## src/sv/vaa_pkg.sv

```systemverilog
// ----------------------------------------------------------------------------
// vaa_pkg - shared types and constants for the vector angle block
// Datapath widths, binary-angle constants, arctangent table, unit scaling
// factors and the control word that travels down the pipeline.
// ----------------------------------------------------------------------------
`default_nettype none

package vaa_pkg;

  // defaults for the top-level parameters
  localparam int COMPONENT_WIDTH_DEF = 16;
  localparam int CORDIC_STAGES_DEF   = 16;

  // CORDIC x/y datapath (holds |a||b| * 2^29 times the CORDIC gain)
  localparam int DATA_W  = 63;
  // binary angle accumulator, 2^32 is one full turn
  localparam int ZACC_W  = 33;
  // magnitude of the clamped angle
  localparam int MAG_W   = 32;
  // scaling product
  localparam int PROD_W  = 63;
  // result angle field
  localparam int ANGLE_W = 15;
  // bit position the products are aligned to
  localparam int ALIGN_POS = 61;

  localparam logic signed [ZACC_W-1:0] HALF_TURN    = 33'sh0_8000_0000;
  localparam logic signed [ZACC_W-1:0] QUARTER_TURN = 33'sh0_4000_0000;

  // unit scaling: radians use round(pi*2^29) / 2^48, degrees 45 / 2^23
  localparam int MUL_W = 31;
  localparam logic [MUL_W-1:0] RAD_MUL   = 31'd1686629713;
  localparam logic [MUL_W-1:0] DEG_MUL   = 31'd45;
  localparam int               RAD_SHIFT = 48;
  localparam int               DEG_SHIFT = 23;

  // round(atan(2^-i) * 2^32 / 2pi)
  localparam logic [31:0] ATAN_TURNS [32] = '{
    32'h20000000, 32'h12E4051E, 32'h09FB385B, 32'h051111D4,
    32'h028B0D43, 32'h0145D7E1, 32'h00A2F61E, 32'h00517C55,
    32'h0028BE53, 32'h00145F2F, 32'h000A2F98, 32'h000517CC,
    32'h00028BE6, 32'h000145F3, 32'h0000A2FA, 32'h0000517D,
    32'h000028BE, 32'h0000145F, 32'h00000A30, 32'h00000518,
    32'h0000028C, 32'h00000146, 32'h000000A3, 32'h00000051,
    32'h00000029, 32'h00000014, 32'h0000000A, 32'h00000005,
    32'h00000003, 32'h00000001, 32'h00000001, 32'h00000000
  };

  // angle unit register codes
  typedef enum logic {
    UNIT_RAD = 1'b0,
    UNIT_DEG = 1'b1
  } vaa_unit_t;

  // per-stage control word
  typedef struct packed {
    logic valid;     // stage holds a request
    logic zero_vec;  // one of the vectors is (0,0)
    logic fixed;     // angle settled on an axis, CORDIC passes it through
  } vaa_ctl_t;

endpackage

`default_nettype wire

```

## src/sv/vaa_cordic_stage.sv

```systemverilog
// ----------------------------------------------------------------------------
// vaa_cordic_stage - one registered CORDIC vectoring iteration
// Rotates (x, y) towards the positive x axis by atan(2^-IDX) and updates the
// binary angle accumulator. Settled requests pass through unchanged.
// ----------------------------------------------------------------------------
`default_nettype none

module vaa_cordic_stage
  import vaa_pkg::*;
#(
  parameter int IDX = 0
) (
  input  wire logic                      clk,
  input  wire logic                      rst_n,
  input  wire logic                      en,
  input  wire vaa_ctl_t                  ctl_i,
  input  wire logic signed [DATA_W-1:0]  x_i,
  input  wire logic signed [DATA_W-1:0]  y_i,
  input  wire logic signed [ZACC_W-1:0]  z_i,
  output vaa_ctl_t                       ctl_o,
  output logic signed [DATA_W-1:0]       x_o,
  output logic signed [DATA_W-1:0]       y_o,
  output logic signed [ZACC_W-1:0]       z_o
);

  vaa_ctl_t                  ctl_r;
  logic signed [DATA_W-1:0]  x_r, y_r, x_nxt, y_nxt, dx, dy;
  logic signed [ZACC_W-1:0]  z_r, z_nxt, step;

  // floor shifts and the angle step of this iteration
  assign dx   = y_i >>> IDX;
  assign dy   = x_i >>> IDX;
  assign step = $signed({1'b0, ATAN_TURNS[IDX]});

  // rotate by the sign of y
  always_comb begin
    x_nxt = x_i;
    y_nxt = y_i;
    z_nxt = z_i;
    if (!ctl_i.fixed) begin
      if (!y_i[DATA_W-1]) begin
        x_nxt = x_i + dx;
        y_nxt = y_i - dy;
        z_nxt = z_i + step;
      end else begin
        x_nxt = x_i - dx;
        y_nxt = y_i + dy;
        z_nxt = z_i - step;
      end
    end
  end

  // stage control
  always_ff @(posedge clk) begin
    if (!rst_n) begin
      ctl_r <= '0;
    end else if (en) begin
      ctl_r <= ctl_i;
    end
  end

  // stage data
  always_ff @(posedge clk) begin
    if (en) begin
      x_r <= x_nxt;
      y_r <= y_nxt;
      z_r <= z_nxt;
    end
  end

  assign ctl_o = ctl_r;
  assign x_o   = x_r;
  assign y_o   = y_r;
  assign z_o   = z_r;

endmodule

`default_nettype wire

```

## config.mk

```make
export PLATFORM = sky130hd
export DESIGN_NAME = vaa_cordic_stage
export DESIGN_NICKNAME = d
export VERILOG_FILES = /design/src/sv/vaa_pkg.sv /design/src/sv/vaa_cordic_stage.sv
export SDC_FILE = /design/constraint.sdc
export NUM_CORES = 1
export LEC_CHECK = 0
export ABC_AREA = 1
export CAP_MARGIN = 20
export CORE_UTILIZATION = 55
export CTS_CLUSTER_SIZE = 8
export DETAILED_ROUTE_END_ITERATION = 8
export DONT_BUFFER_PORTS = 1
export PLACE_DENSITY_LB_ADDON = 0.05
export RECOVER_POWER = 100
export SETUP_SLACK_MARGIN = 0.05
export SLEW_MARGIN = 40
export SYNTH_ARGS = -nofsm -noshare
export SYNTH_HDL_FRONTEND = slang
export SYNTH_SLANG_ARGS = --single-unit
```

## constraint.sdc

```tcl
create_clock -name clk -period 3.5 [get_ports clk]
set_input_delay 0.35 -clock clk [delete_from_list [all_inputs] [get_ports clk]]
set_output_delay 0.35 -clock clk [all_outputs]
set_load 0.02 [all_outputs]
```

==> out/results.txt <==
post-synth top area cell: nand2_1
power share of the combinational group: 43.8%
clock network fraction of design power: 23.5%
top cells by area, synth: nand2_1 26%, edfxtp_1 20%, inv_1 13%
Vias/cell: 5.66
Final Max Slew Viols: 172
mean post-synth cell area: 5.77 um2
TritonCTS clock tree: yes
Tot GR Track Use: 46.1%
clk_lat worst skew: 0.51 ns
setup violators final: 0
kind of end point of the critical path: flip-flop
Seq cells post-synth: 162
post-synthesis sequential area ratio: 19.9%
fin crit period: 3.17 ns
Remaining Overflow, GRT: 0
mux cell area share after synthesis: 0%
Core ar.: 43400 um2
Cells after DPL: 4737
outcome: finished with violations
Int Power: 0.00443 W
largest family of logic cells by synthesized area: simple AND/OR/NAND/NOR gates
Non-Filler Instances: 4817
share of cells above drive strength 1: 6.43%
Clk pin slew, worst setup/hold paths: 0.07 ns
Post-Synth Adder-Cell Area: 9.99%
Hold Fails Final Rpt: 6
Root Buffer: clkbuf_16
Mapped Area: 24400 um2
period utilization: 90.7%
drt first pass iters: 6
Setup Skew: 0 ns
Synth Area in XOR/XNOR: 2.12%
cells after synthesis: 4224
DRC Markers: 0
final antenna-violating net count: 0
top-area cell type share of the netlist area: 25.7%
1st-iter DRT viols: 3350
critical path peak fanout: 12
min-delay worst type: in2reg
Worst Setup Path Type: in2reg
failing checks: hold timing, capacitance limit, slew limit
clock buffer depth: 2
YS warnings: 0
DR WL/cell: 21.8 um
Max Clock Freq: 0.315 GHz
Clock Sinks: 162
NumNets Final: 4576
Inserted Clock Buffers: 17
initial antenna violation count: 3
critical path startpoint category: input port
die extent in x: 212 um
Die Footprint: 45100 um2
Flop pwr share: 32.7%
Core Rows: 76
Synth Area in Simple Gates: 42.7%
Area growth syn-to-layout: 5.34%
Synth Flop Type: edfxtp_1
H-tree levels: 4
design area: 25700 um2
first-pass GRT wire length: 151000 um
RSZ-0062 raised after global routing: no
WHS: -0.0101 ns
Post-synth EDFFs: 159
DP Area: 24700 um2
RePlAce Congestion: 1.14
switching share of power: 48.2%
NetSw: 0.00413 W
Starting Density: 56.2%
CTS Hold Bufs: 47
Slew HR: -80.1%
Post-Route WL: 105000 um
I/O Buffers: 0
number of global-route vias before repair: 24700
Sum Neg Setup Slack: 0 ns
Final Util: 59.2%
critical path data arrival time: 3.39 ns
Detailed Place HPWL: 86100 um
Resize count post-CTS: 0
pin count of the biggest net entering global routing: 87
Mapped Nets: 4581
CP Data Required Time: 3.72 ns
Cell Pwr Density: 334 nW/um2
Synth Area in Compound Gates: 9.02%
Ports: 327
Synth async-reset ratio: 0%
Leak Pwr: 14.4 nW
DR vias: 27300
maximum VDD drop: 0.355 mV
synth unique cells: 48
post-CTS setup buffer count: 0
Worst-Margin Slew: 2.70 ns
# diodes: 0
max-cap violation count: 4
Die H: 212 um
## layout by cell type, fill, tap and decap left out, types with 4 or more instances in the layout
| cell type | instances |
|---|---|
| clkbuf_1 | 7 |
| nand3_1 | 317 |
| a21oi_2 | 6 |
| edfxtp_1 | 159 |
| a31oi_1 | 4 |
| o211ai_1 | 25 |
| clkinv_1 | 7 |
| or2_2 | 4 |
| nand2_1 | 1671 |
| nor2_4 | 14 |
| ha_1 | 188 |
| nand4_1 | 44 |
| nor3_1 | 11 |
| clkinv_8 | 5 |
| nand2_4 | 5 |
| nand3_2 | 12 |
| inv_1 | 817 |
| xor2_1 | 57 |
| nor2_2 | 61 |
| nand2_2 | 39 |
| nor2_1 | 220 |
| o21bai_1 | 18 |
| buf_4 | 36 |
| o21ai_1 | 20 |
| inv_2 | 40 |
| nor3_2 | 12 |
| a21o_1 | 4 |
| o21ai_0 | 144 |
| and2_1 | 6 |
| fa_1 | 4 |
| a21oi_1 | 174 |
| dlygate4sd3_1 | 45 |
| inv_6 | 4 |
| clkbuf_16 | 17 |
## layer usage
layer | vias to the layer above | routed length, um | global-route usage [%] | part of all wire (%)
met3 | 267 | 15800 | 17.0 | 15
met4 | 4 | 4670 | 18.8 | 4.4
li1 | 12900 | - | - | -
met1 | 12300 | 42700 | 61.4 | 41
met2 | 1751 | 41900 | 66.4 | 40
met5 | - | 131 | 2.11 | 0.12
## final timing paths
check	from	end	slack (ns)	cells past startpoint
max	x_i[11]	x_o[20]$_DFFE_PP_	0.33	11
min	en	x_o[40]$_DFFE_PP_	-0.01	0
max reg2reg	ctl_o[1]$_SDFFE_PN0P_	ctl_o[1]$_SDFFE_PN0P_	2.26	3
min reg2reg	ctl_o[2]$_SDFFE_PN0P_	ctl_o[2]$_SDFFE_PN0P_	0.65	2
## area by class of cell
cell class	instances	area, um2
Fill cell	4600	17700
Multi-Input combinational cell	3081	15400
Sequential cell	162	4830
Inverter	866	3260
Timing Repair Buffer	91	807
Tap cell	585	732
Clock buffer	17	425
Clock inverter	15	169
## per-stage QoR
step | total power, W | setup slack (ns)
2_1_floorplan | 0.00523 | 1.26
3_3_place_gp | 0.00632 | 0.328
3_5_place_dp | 0.00633 | 0.329
4_1_cts | 0.00839 | 0.886
5_1_grt | 0.00892 | 0.260
6_report | 0.00856 | 0.326
## power by group through the flow
stage	clock, W	sequential (W)	combinational (W)
2_1_floorplan	0	0.00277	0.00246
3_3_place_gp	0	0.00283	0.00349
3_5_place_dp	0	0.00283	0.00350
4_1_cts	0.00202	0.00279	0.00359
5_1_grt	0.00208	0.00282	0.00402
6_report	0.00201	0.00280	0.00375
## synthesized netlist by cell type (4+ instances only)
cell / n
a21o_1: 4
a31oi_1: 4
and2_1: 6
edfxtp_1: 159
xor2_1: 57
or2_2: 4
fa_1: 4
nand3_2: 24
nor2_4: 16
buf_4: 38
buf_6: 15
a21oi_1: 174
nor3_4: 4
nor3_1: 9
o21ai_1: 33
o21ai_0: 131
ha_1: 188
nand4_1: 44
inv_1: 817
inv_2: 42
nand2_4: 5
clkbuf_1: 30
buf_2: 20
buf_1: 12
clkinv_1: 6
nand2_2: 44
nor3_2: 13
nand3_1: 305
a21oi_2: 6
nor2_1: 215
nand2_1: 1666
o21bai_1: 17
nor2_2: 64
o211ai_1: 25
## sequential cells by signal (all words and copies together), names as in the netlist
register / flops
x_o: 63
y_o: 63
z_o: 33
ctl_o: 3
## kinds of logic after synthesis
logic type,Yosys count
xor+xnor,59
buf+inv,981
compound gates,404
fa+ha+maj,192
flops,162
simple gates,2426
## worst max-delay path: stages
cell and delay (ns):
inv_1 0.03, ha_1 0.67, nand2_1 0.24, nor2_1 0.34, inv_1 0.14, nor3_1 0.50, nand2_1 0.09, nand3_1 0.20
xor2_1 0.10, o211ai_1 0.50, o21ai_0 0.21
No activity file was read; power rests on OpenSTA's default activity.
